### src/hdl/mma_pkg.sv
// ----------------------------------------------------------------------------
// mma_pkg: shared types and constants for the matrix multiply-accumulate block
// Field widths, request codes, register map and the structs that pass
// between the register file, the MAC unit and the top-level sequencer.
// ----------------------------------------------------------------------------
package mma_pkg;

   // default geometry and number format
   localparam int MAX_DIM_DEF    = 8;
   localparam int DATA_WIDTH_DEF = 32;
   localparam int FRAC_BITS_DEF  = 16;

   // fixed field widths of the channels
   localparam int KIND_W = 2;
   localparam int ROW_W  = 3;
   localparam int VAL_W  = 32;
   localparam int CFG_W  = 4;

   // APB register port
   localparam int APB_ADDR_W = 4;
   localparam int APB_DATA_W = 32;

   // request codes
   localparam logic [KIND_W-1:0] REQ_LOAD_A  = 2'd0;
   localparam logic [KIND_W-1:0] REQ_LOAD_B  = 2'd1;
   localparam logic [KIND_W-1:0] REQ_LOAD_C  = 2'd2;
   localparam logic [KIND_W-1:0] REQ_COMPUTE = 2'd3;

   // register indexes (byte address = 4 * index)
   localparam logic [1:0] CFG_ROWS_A    = 2'd0;
   localparam logic [1:0] CFG_INNER_DIM = 2'd1;
   localparam logic [1:0] CFG_COLS_B    = 2'd2;

   localparam logic [CFG_W-1:0] CFG_RESET = 4'd8;

   typedef struct packed {
      logic [KIND_W-1:0]       req_type;
      logic [ROW_W-1:0]        row;
      logic [ROW_W-1:0]        col;
      logic signed [VAL_W-1:0] value;
   } req_item_type;

   typedef struct packed {
      logic [ROW_W-1:0]        out_row;
      logic [ROW_W-1:0]        out_col;
      logic signed [VAL_W-1:0] out_value;
      logic                    last;
   } rsp_item_type;

   typedef struct packed {
      logic [CFG_W-1:0] rows_a;
      logic [CFG_W-1:0] inner_dim;
      logic [CFG_W-1:0] cols_b;
   } cfg_type;

   // per-cycle commands from the sequencer to the MAC unit
   typedef struct packed {
      logic load;     // seed the accumulator with the C entry
      logic mul_lo;   // multiply A by the low half of B
      logic mul_hi;   // multiply A by the high half of B
   } mac_ctl_type;

endpackage

### src/hdl/mma_csr.sv
// ----------------------------------------------------------------------------
// mma_csr: APB register file
// Holds the three dimension registers; writes land on the access phase,
// reads return the register value, pready is tied high.
// ----------------------------------------------------------------------------
module mma_csr (
   input  logic                                clock,
   input  logic                                reset,
   input  logic                                psel,
   input  logic                                penable,
   input  logic                                pwrite,
   input  logic [mma_pkg::APB_ADDR_W-1:0]      paddr,
   input  logic [mma_pkg::APB_DATA_W-1:0]      pwdata,
   output logic [mma_pkg::APB_DATA_W-1:0]      prdata,
   output logic                                pready,
   output mma_pkg::cfg_type                    cfg
);
   import mma_pkg::*;

   cfg_type    cfg_ff;
   cfg_type    cfg_in;
   logic [1:0] index;
   logic       wr_en;

   assign index  = paddr[APB_ADDR_W-1:2];
   assign wr_en  = psel && penable && pwrite;
   assign pready = 1'b1;
   assign cfg    = cfg_ff;

   always_comb begin
      cfg_in = cfg_ff;
      if (wr_en) begin
         case (index)
            CFG_ROWS_A:    cfg_in.rows_a    = pwdata[CFG_W-1:0];
            CFG_INNER_DIM: cfg_in.inner_dim = pwdata[CFG_W-1:0];
            CFG_COLS_B:    cfg_in.cols_b    = pwdata[CFG_W-1:0];
            default:       cfg_in = cfg_ff;
         endcase
      end
   end

   always_ff @(posedge clock) begin
      if (reset) begin
         cfg_ff <= '{rows_a: CFG_RESET, inner_dim: CFG_RESET, cols_b: CFG_RESET};
      end else begin
         cfg_ff <= cfg_in;
      end
   end

   always_comb begin
      case (index)
         CFG_ROWS_A:    prdata = APB_DATA_W'(cfg_ff.rows_a);
         CFG_INNER_DIM: prdata = APB_DATA_W'(cfg_ff.inner_dim);
         CFG_COLS_B:    prdata = APB_DATA_W'(cfg_ff.cols_b);
         default:       prdata = '0;
      endcase
   end

endmodule

### config.mk
export PLATFORM = sky130hd
export DESIGN_NAME = mma_csr
export DESIGN_NICKNAME = d
export VERILOG_FILES = /design/src/hdl/mma_pkg.sv /design/src/hdl/mma_csr.sv
export SDC_FILE = /design/constraint.sdc
export NUM_CORES = 1
export LEC_CHECK = 0
export BUFFER_PORTS_ARGS = -buffer_cell sky130_fd_sc_hd__clkbuf_2
export CAP_MARGIN = 20
export CELL_PAD_IN_SITES_DETAIL_PLACEMENT = 1
export CELL_PAD_IN_SITES_GLOBAL_PLACEMENT = 1
export CORE_ASPECT_RATIO = 0.7
export CORE_UTILIZATION = 24
export CTS_CLUSTER_SIZE = 12
export DETAILED_ROUTE_END_ITERATION = 16
export PLACE_DENSITY_LB_ADDON = 0.1
export SLEW_MARGIN = 30
export SYNTH_ARGS = -nofsm -noshare
export SYNTH_HDL_FRONTEND = slang
export SYNTH_SLANG_ARGS = --single-unit
### constraint.sdc
create_clock -name clock -period 2.73 [get_ports clock]
set_clock_uncertainty 0.2 [all_clocks]
set_input_delay 0.273 -clock clock [delete_from_list [all_inputs] [get_ports clock]]
set_output_delay 0.273 -clock clock [all_outputs]
set_load 0.02 [all_outputs]
==> impl_metrics.py <==
metrics = {
    "run_status": {
        "outcome": "completed",
    },
    "clock_network": {
        "cts-buffers-inserted": 3,
        "cts_root_buf": "clkbuf_8",
        "cts_tree": "built",
        "cts-htree-levels": 1,
        "insertion_delay_ps": 240,
        "clk_path_buf_depth": 2,
        "cts.sinks": 12,
        "post_cts_buffers": 0,
        "cts.repair.resized": 0,
        "clkSlewWorstSetupHoldPaths_ps": 50,
        "hold_buffers": 0,
    },
    "logic_synthesis": {
        "synth.cell_area_sq_um": 811,
        "yosysMostFrequentCell": "buf_4",
        "synth_edf_count": 0,
        "ys.flop_type": "dfxtp_1",
        "synth.area.top_cells": "dfxtp_1, buf_4, mux2i_1, nand2b_1, o21ai_0",
        "async_flop_share": 0,
        "yosysUniqueCellTypes": 15,
        "yosysWarnings": 0,
        "netlist_instances": 91,
        "synth.top_cell.area_share": 0.296,
        "yosysTopAreaCell": "dfxtp_1",
        "synth_commonest_cells": "buf_4, mux2i_1, dfxtp_1, nand2b_1",
        "ys_ff_latch": 12,
        "ys_seq_area_frac": 0.296,
        "syn_area_per_cell_sq_um": 8.91,
    },
    "floorplanning": {
        "core-area_sq_mm": 0.00319,
        "placementRows": 17,
        "die_area_sq_mm": 0.00362,
        "die_x_microns": 71.5,
        "start_util": 0.254,
        "pin_count": 86,
        "die_h_microns": 50.6,
    },
    "global_route": {
        "antenna_found_initial": 0,
        "grt_pass1_vias": 529,
        "grt_usage": 0.100,
        "overflow": 0,
        "grt_pass1_wl_microns": 2620,
        "grt_max_degree": 17,
    },
    "timing": {
        "tightestPinTransition_ps": 504,
        "finalSetupViolations": 0,
        "max-slew-margin-rel": 0.662,
        "rsz0062_at_grt": "false",
        "slew_violations": 0,
        "fmax_ghz": 0.633,
        "hold_violations": 0,
        "fin_crit_ps": 1580,
        "fin_ws_ps": 1150,
        "fin_crit_sh": 0.578,
        "tns_ps": 0,
    },
    "routing": {
        "vias": 589,
        "wire_per_inst_microns": 11.3,
        "first_pass_iters": 4,
        "drt_iter0_drc": 11,
        "drc_errors": 0,
        "ant_nets": 0,
        "vias_per_cell": 3.85,
        "routed_wl_microns": 1730,
    },
    "placement": {
        "io_buffers": 26,
        "place_congestion": 0.671,
        "placed_area_sq_um": 856,
        "preCtsSetupSlack_ps": 1110,
        "place.detailed.hpwl_microns": 1380,
    },
    "worst_setup_path": {
        "end_kind": "output port",
        "required_ps": 2260,
        "worstSetupStartpoint": "cfg[5]",
        "critical_path.slowest_cell": "dfxtp_1",
        "start_kind": "flop",
        "slowest_delay_ps": 360,
        "arrival_ps": 1110,
        "path_cells": "mux2i_1 > o21ai_0 > clkbuf_2",
        "worstSetupPathType": "reg2out",
        "reg2reg_from": "cfg[11]",
        "cp_max_fo": 3,
    },
    "flow_run": {
        "drv_cap": 0,
    },
    "layout": {
        "antenna-diode-count": 0,
        "largest_reg_flops": 12,
        "final_area_sq_um": 897,
        "n_fill_cell": 408,
        "drive_above_1_share": 0.270,
        "syn_to_final_growth_pct": 10.6,
        "nNetsFinal": 158,
    },
    "min_path": {
        "holdCritStartpoint": "pwdata[3]",
        "hp-class": "in2reg",
    },
    "power_and_ir_drop": {
        "powerDensity_mw_per_mm2": 459,
        "power.total_uw": 412,
        "peakVddDrop_v": 0.000218,
        "power.leakage_uw": 0.000478,
    },
}
==> where the power goes <==
| part | internal, uW | leakage (uW) | switching, uW |
|---|---|---|---|
| logic | 16.8 | 0.000359 | 58.4 |
| registers | 178 | 0.0000970 | 1.80 |
| clock network | 96.8 | 0.0000216 | 60.0 |
| total | 291 | 0.000478 | 120 |
==> critical path: cells and delay by family (launching register included) <==
kind                   cells  cell delay, ps
flip-flops                 1             360
AO/OA/AOI/OAI              1             220
buffers and inverters      1             210
multiplexers               1              80
==> cells by family (layout without fill, tap and decap cells) <==
group           after synthesis  count (layout)  share of synthesized area
buf+inv                      32              29                      0.289
simple gates                 25              25                      0.184
mux                          16              16                      0.198
flops                        12              12                      0.296
compound gates                4               4                     0.0247
other cells                   2              29                    0.00926
==> per-layer routing <==
layer	track usage	wire length [microns]	up-vias
met5	0	0	-
li1	-	-	287
met4	0.0196	0	0
met1	0.140	870	275
met3	0.0422	130	0
met2	0.141	732	27
==> worst paths after layout <==
kind / slack, ps / end / cells after the start
max: 1150 / prdata[1] / 3
min: 130 / cfg[7] / 3
max reg2reg: 1900 / cfg[11] / 2
min reg2reg: 290 / cfg[2] / 2
==> through the flow <==
step | std cells | hold WS (ps) | utilization
finish | 153 | 131 | 0.281
CTS | 153 | 128 | 0.281
global route | 153 | 136 | 0.281
detailed placement | 150 | 293 | 0.268
global placement | 150 | 282 | 0.268
floorplan | 118 | 254 | -
==> final cells by class <==
| class | instances | area, sq um | area share |
|---|---|---|---|
| tap | 38 | 47.5 | 0.0530 |
| timing repair buffer | 26 | 130 | 0.145 |
| sequential | 12 | 240 | 0.268 |
| clock buffer | 3 | 41.3 | 0.0460 |
| multi-input combinational | 74 | 438 | 0.488 |
==> placed cells by master, fill, tap and decap left out <==
master    count
conb_1       29
clkbuf_2     26
mux2i_1      16
nand2b_1     12
dfxtp_1      12
nand2_1       4
o21ai_0       4
nor2_1        4
clkbuf_8      3
nor2b_4       1
nand3_1       1
nor3_2        1
or3b_1        1
nand4_1       1
(Power assumes the default switching activity.)
