**src/hdl/mma_pkg.sv**
```systemverilog
// ----------------------------------------------------------------------------
// mma_pkg: shared types and constants for the matrix multiply-accumulate block
// Field widths, request codes, register map and the structs that pass
// between the register file, the MAC unit and the top-level sequencer.
// ----------------------------------------------------------------------------
package mma_pkg;

   // default geometry and number format
   localparam int MAX_DIM_DEF    = 8;
   localparam int DATA_WIDTH_DEF = 32;
   localparam int FRAC_BITS_DEF  = 16;

   // fixed field widths of the channels
   localparam int KIND_W = 2;
   localparam int ROW_W  = 3;
   localparam int VAL_W  = 32;
   localparam int CFG_W  = 4;

   // APB register port
   localparam int APB_ADDR_W = 4;
   localparam int APB_DATA_W = 32;

   // request codes
   localparam logic [KIND_W-1:0] REQ_LOAD_A  = 2'd0;
   localparam logic [KIND_W-1:0] REQ_LOAD_B  = 2'd1;
   localparam logic [KIND_W-1:0] REQ_LOAD_C  = 2'd2;
   localparam logic [KIND_W-1:0] REQ_COMPUTE = 2'd3;

   // register indexes (byte address = 4 * index)
   localparam logic [1:0] CFG_ROWS_A    = 2'd0;
   localparam logic [1:0] CFG_INNER_DIM = 2'd1;
   localparam logic [1:0] CFG_COLS_B    = 2'd2;

   localparam logic [CFG_W-1:0] CFG_RESET = 4'd8;

   typedef struct packed {
      logic [KIND_W-1:0]       req_type;
      logic [ROW_W-1:0]        row;
      logic [ROW_W-1:0]        col;
      logic signed [VAL_W-1:0] value;
   } req_item_type;

   typedef struct packed {
      logic [ROW_W-1:0]        out_row;
      logic [ROW_W-1:0]        out_col;
      logic signed [VAL_W-1:0] out_value;
      logic                    last;
   } rsp_item_type;

   typedef struct packed {
      logic [CFG_W-1:0] rows_a;
      logic [CFG_W-1:0] inner_dim;
      logic [CFG_W-1:0] cols_b;
   } cfg_type;

   // per-cycle commands from the sequencer to the MAC unit
   typedef struct packed {
      logic load;     // seed the accumulator with the C entry
      logic mul_lo;   // multiply A by the low half of B
      logic mul_hi;   // multiply A by the high half of B
   } mac_ctl_type;

endpackage

```
**src/hdl/mma_mac.sv**
```systemverilog
// ----------------------------------------------------------------------------
// mma_mac: shared fixed-point multiply-accumulate unit
// One signed multiplier takes A times half of B per cycle; the halves are
// joined, shifted down by the fraction width (floor), clamped if wider than
// LIM_B + 2 bits and added into a wide accumulator. The result output is the
// accumulator saturated to the data width.
// ----------------------------------------------------------------------------
module mma_mac #(
   parameter int MAX_DIM    = mma_pkg::MAX_DIM_DEF,
   parameter int DATA_WIDTH = mma_pkg::DATA_WIDTH_DEF,
   parameter int FRAC_BITS  = mma_pkg::FRAC_BITS_DEF
) (
   input  logic                  clock,
   input  logic                  reset,
   input  mma_pkg::mac_ctl_type  ctl,
   input  logic [DATA_WIDTH-1:0] op_a,
   input  logic [DATA_WIDTH-1:0] op_b,
   input  logic [DATA_WIDTH-1:0] init,
   output logic                  busy,
   output logic [DATA_WIDTH-1:0] result
);
   import mma_pkg::*;

   localparam int HB     = DATA_WIDTH / 2;
   localparam int HI_W   = DATA_WIDTH - HB;
   localparam int MB_W   = HI_W + 1;
   localparam int PM_W   = DATA_WIDTH + MB_W;
   localparam int FULL_W = 2 * DATA_WIDTH;
   localparam int TW     = FULL_W - FRAC_BITS;
   localparam int LIM_B  = 58;
   localparam int PW     = (TW > LIM_B + 1) ? LIM_B + 2 : TW;
   localparam int ACC_W  = ((PW > DATA_WIDTH) ? PW : DATA_WIDTH) + $clog2(MAX_DIM) + 1;

   localparam logic signed [ACC_W-1:0] SAT_HI =
      {{(ACC_W - DATA_WIDTH + 1){1'b0}}, {(DATA_WIDTH - 1){1'b1}}};
   localparam logic signed [ACC_W-1:0] SAT_LO = ~SAT_HI;

   logic signed [MB_W-1:0]   b_sel;
   logic signed [PM_W-1:0]   prod;
   logic signed [PM_W-1:0]   p_lo_ff;
   logic signed [PM_W-1:0]   p_hi_ff;
   logic signed [FULL_W-1:0] full;
   logic signed [TW-1:0]     full_sh;
   logic signed [PW-1:0]     term_in;
   logic signed [PW-1:0]     term_ff;
   logic signed [ACC_W-1:0]  acc_ff;
   logic signed [ACC_W-1:0]  acc_in;
   logic                     sum_v_ff;
   logic                     add_v_ff;

   // low half is unsigned, high half carries the sign
   always_comb begin
      if (ctl.mul_hi) begin
         b_sel = {op_b[DATA_WIDTH-1], op_b[DATA_WIDTH-1:HB]};
      end else begin
         b_sel = {{(MB_W - HB){1'b0}}, op_b[HB-1:0]};
      end
   end

   assign prod = $signed(op_a) * b_sel;

   always_ff @(posedge clock) begin
      if (ctl.mul_lo) begin
         p_lo_ff <= prod;
      end
      if (ctl.mul_hi) begin
         p_hi_ff <= prod;
      end
   end

   assign full = ({{(FULL_W - PM_W){p_hi_ff[PM_W-1]}}, p_hi_ff} <<< HB)
               + {{(FULL_W - PM_W){p_lo_ff[PM_W-1]}}, p_lo_ff};
   assign full_sh = full[FULL_W-1:FRAC_BITS];

   generate
      if (TW > PW) begin : g_clamp
         localparam logic signed [TW-1:0] PLIM =
            {{(TW - LIM_B - 1){1'b0}}, 1'b1, {LIM_B{1'b0}}};
         localparam logic signed [TW-1:0] NLIM = -PLIM;
         always_comb begin
            if (full_sh > PLIM) begin
               term_in = PLIM[PW-1:0];
            end else if (full_sh < NLIM) begin
               term_in = NLIM[PW-1:0];
            end else begin
               term_in = full_sh[PW-1:0];
            end
         end
      end else begin : g_noclamp
         assign term_in = full_sh;
      end
   endgenerate

   always_ff @(posedge clock) begin
      if (sum_v_ff) begin
         term_ff <= term_in;
      end
   end

   always_comb begin
      acc_in = acc_ff;
      if (ctl.load) begin
         acc_in = {{(ACC_W - DATA_WIDTH){init[DATA_WIDTH-1]}}, init};
      end else if (add_v_ff) begin
         acc_in = acc_ff + {{(ACC_W - PW){term_ff[PW-1]}}, term_ff};
      end
   end

   always_ff @(posedge clock) begin
      acc_ff <= acc_in;
   end

   // pending steps behind a high-half multiply: join, then add
   always_ff @(posedge clock) begin
      if (reset) begin
         sum_v_ff <= 1'b0;
         add_v_ff <= 1'b0;
      end else begin
         sum_v_ff <= ctl.mul_hi;
         add_v_ff <= sum_v_ff;
      end
   end

   assign busy = sum_v_ff || add_v_ff;

   always_comb begin
      if (acc_ff > SAT_HI) begin
         result = SAT_HI[DATA_WIDTH-1:0];
      end else if (acc_ff < SAT_LO) begin
         result = SAT_LO[DATA_WIDTH-1:0];
      end else begin
         result = acc_ff[DATA_WIDTH-1:0];
      end
   end

endmodule

```
**config.mk**
```make
export PLATFORM = sky130hd
export DESIGN_NAME = mma_mac
export DESIGN_NICKNAME = d
export VERILOG_FILES = /design/src/hdl/mma_pkg.sv /design/src/hdl/mma_mac.sv
export SDC_FILE = /design/constraint.sdc
export NUM_CORES = 2
export LEC_CHECK = 0
export BUFFER_PORTS_ARGS = -buffer_cell sky130_fd_sc_hd__buf_2
export CORE_MARGIN = 3
export CORE_UTILIZATION = 40
export CTS_CLUSTER_SIZE = 40
export DETAILED_ROUTE_END_ITERATION = 6
export GPL_TIMING_DRIVEN = 0
export PLACE_DENSITY = 0.57
export SYNTH_ARGS = -nofsm -noshare
export SYNTH_HDL_FRONTEND = slang
export SYNTH_SLANG_ARGS = --single-unit
```
**constraint.sdc**
```tcl
create_clock -name clock -period 19.02 [get_ports clock]
set_input_delay 0.951 -clock clock [delete_from_list [all_inputs] [get_ports clock]]
set_output_delay 0.951 -clock clock [all_outputs]
set_load 0.02 [all_outputs]
```
==> impl_results.md <==
* Status: finished, final reports clean
* Number of detailed-routing iterations run before antenna repair at 6
* Cell types with the highest counts after synthesis: 572 x inv_1, 523 x fa_1, 447 x nand2_1
* Floorplan die height at 282 um
* Final-report hold violation count at 0
* Post-CTS Resized at 0
* Pin count of the biggest net entering global routing at 53
* Row count at 100
* Register-to-Register Path Depth at 13
* Area growth syn-to-layout at 8.29%
* Maximum net fanout on the critical path at 49
* Most numerous cell on the critical path: fa_1
* Worst setup slack after layout at 8.35 ns
* H-Tree Level Count at 4
* Least-Margin Pin Slew at 1.30 ns
* Clock tree from TritonCTS: yes
* Ys async rst share at 0
* Via total after detailed routing at about 23000
* Hold-fix buffers at CTS at 0
* Fraction of final layout cells with drive strength greater than 1 at 0.0635
* Wirelength, routed at roughly 90 mm
* Detailed router's first-iteration violation count at between 1500 and 2000
* Critical register-to-register path startpoint: acc_ff[0]
* Post-CTS setup-driven buffer insertion count at 0
* Final HPWL DP at 74.2 mm
* End point of the most critical hold path: term_ff[5]
* Setup slack of the worst register-to-register path at 15.36 ns
* Antenna-violating nets left at 0
* Post-CTS clock slew at the launch and capture registers of the worst setup and hold paths at 0.08 ns
* Final RePlAce weighted congestion at approximately 0.93
* Total CTS buffers at 17
* Hold Path Cell Cnt at 0
* Global routing usage summed across all routing layers at 0.227
* Number of storage elements in the synthesis netlist at 183
* Drc violations at 0
* Number of nets in the final layout at approximately 4200
* Accumulated negative setup slack at 0 ns
* Post-placement setup slack at 7.92 ns
* Destination of the worst register-to-register timing path: acc_ff[38]
* Worst-case clock skew at 0.0173 ns
* Final Max Tran Viols at 0
* Required time of the critical path at 19.24 ns
* Number of global-route vias before repair at 23300
* Ratio of routed vias to standard cells at 5.21
* Min Clock Period, post-route at about 11 ns
* Portion of synthesized cell area occupied by the leading cell type at 0.343
* Number of antenna violations at the first check in global routing at 7
* Count of different cell masters after synthesis at just under 80
* RSZ-0062 raised after global routing: false
* Worst path arrival time at roughly 11 ns
* Path category of the worst min-delay check: register to register
* Maximum clock rate at 0.0938 GHz
* Ports placed on the boundary at 134
* Startpoint class of the critical path: input port
* First-pass GRT wire length at 136 mm
* Floorplan die width at 282 um
* Post-synthesis instance area at 30600 um2
* Clock buffer depth at 2
* Core area at 75100 um2
* Most frequent cell after synthesis: inv_1
* I/O Buffers at 132
* Critical Path Sink Type: register
* Leading post-synthesis cells by cell area: fa_1 34%, edfxtp_1 18%, ha_1 8.7%
* Syn Inst Count at between 3000 and 4000
* Net count after synthesis at 4087
* Startpoint of the lowest-slack hold path: sum_v_ff
* Cell accounting for the most synthesized area: fa_1
* Worst stage delay on the critical path at 0.80 ns
* Initial core utilization at 0.407
* Die ar. at 79700 um2
* Mean instance size in the synthesized netlist at about 9.4 um2
* Critical path type: input port to register
* Syn. warnings at 0
* Max-cap violation count at 0
* Number of clock sinks at 183
* Primary flip-flop cell chosen by synthesis mapping: edfxtp_1
* Slowest-stage cell, CP: buf_2
* Routed wire length per instance at approximately 20 um
* Master cell of the clock root buffer: clkbuf_16
* Worst slew slack as a fraction of its limit at 0.134
* Count of final setup violators at 0
* Clock insertion delay at the later pin of the skew report at 0.46 ns
* Final worst path period share at 0.561
* Sequential-to-total area share from yosys stat at 0.179
* Number of enable-type register cells in the synthesized netlist at 181
* Grt ovf at 0
[how the worst max path moves through the flow]
stage,startpoint,to,slack (ns),cells after the start
2_1_floorplan,ctl[0],p_hi_ff[41],11.16,26
3_3_place_gp,ctl[0],p_lo_ff[45],7.88,25
3_5_place_dp,ctl[0],p_lo_ff[45],7.92,28
4_1_cts,ctl[0],p_hi_ff[45],8.40,28
5_1_grt,ctl[0],p_hi_ff[41],7.87,27
6_report,ctl[0],p_hi_ff[45],8.35,27
[worst max-delay path: cells and delay by family]
| family | cells | cell delay (ns) |
|---|---|---|
| compound gates | 9 | 1.93 |
| xor+xnor | 1 | 0.36 |
| fa+ha+maj | 7 | 3.30 |
| buf+inv | 7 | 3.10 |
| simple gates | 3 | 1.18 |
[stage by stage]
stage                     cells  instance area (um2)   util  hold slack (ns)
after floorplan            3250                30600      -            0.513
after global placement     4351                32400  0.432            0.670
after CTS                  4385                33100  0.441            0.635
final                      4387                33100  0.441            0.656
after global routing       4385                33100  0.441            0.644
after detailed placement   4353                32500  0.432            0.650
[routing by layer]
metal  GRT usage  routed length, um  up-vias
met1       0.302              37900    11300
met4      0.0752               3230        2
met3      0.0455               6550      119
met2       0.371              40900      792
met5           0                 14        -
li1            -                  -    10700
[sequential cells by signal, summed over array words and instances, names as in the netlist]
name and count:
term_ff 48, add_v_ff 1, sum_v_ff 1, acc_ff 52, p_lo_ff 33, p_hi_ff 48
[layout make-up]
cell class	instances	area, um2
Clock inverter	15	200
Timing Repair Buffer	134	688
Fill cell	7432	42000
Buffer	132	502
Inverter	572	2150
Sequential cell	183	5480
Antenna cell	2	5.00
Tap cell	969	1210
Multi-Input combinational cell	2363	22400
Clock buffer	17	425
[layout by cell type, fill, tap and decap left out, drive strengths merged, types with 90 or more instances in the layout]
| master | instances |
|---|---|
| buf | 140 |
| xnor2 | 93 |
| a21oi | 159 |
| nor2 | 90 |
| o21ai | 135 |
| clkbuf | 143 |
| fa | 523 |
| edfxtp | 181 |
| nand2 | 448 |
| ha | 213 |
| inv | 579 |
| and2 | 179 |
[cell families (layout without fill, tap and decap cells)]
group                      after synthesis  count (layout)  share of synthesized area
and+or+nand+nor                        960             960                      0.152
AOI/OAI and AO/OA                      503             503                      0.104
DFF                                    183             183                      0.179
muxes                                   16              16                    0.00582
adders and majority gates              736             736                      0.430
buffers and inverters                  704             870                     0.0867
xor gates and xnor gates               148             148                     0.0424
other                                    0               2                          0
Power is left out: the tool's default activity adds up to more than one toggle a clock period on the data nets, which glitch-free logic cannot reach.
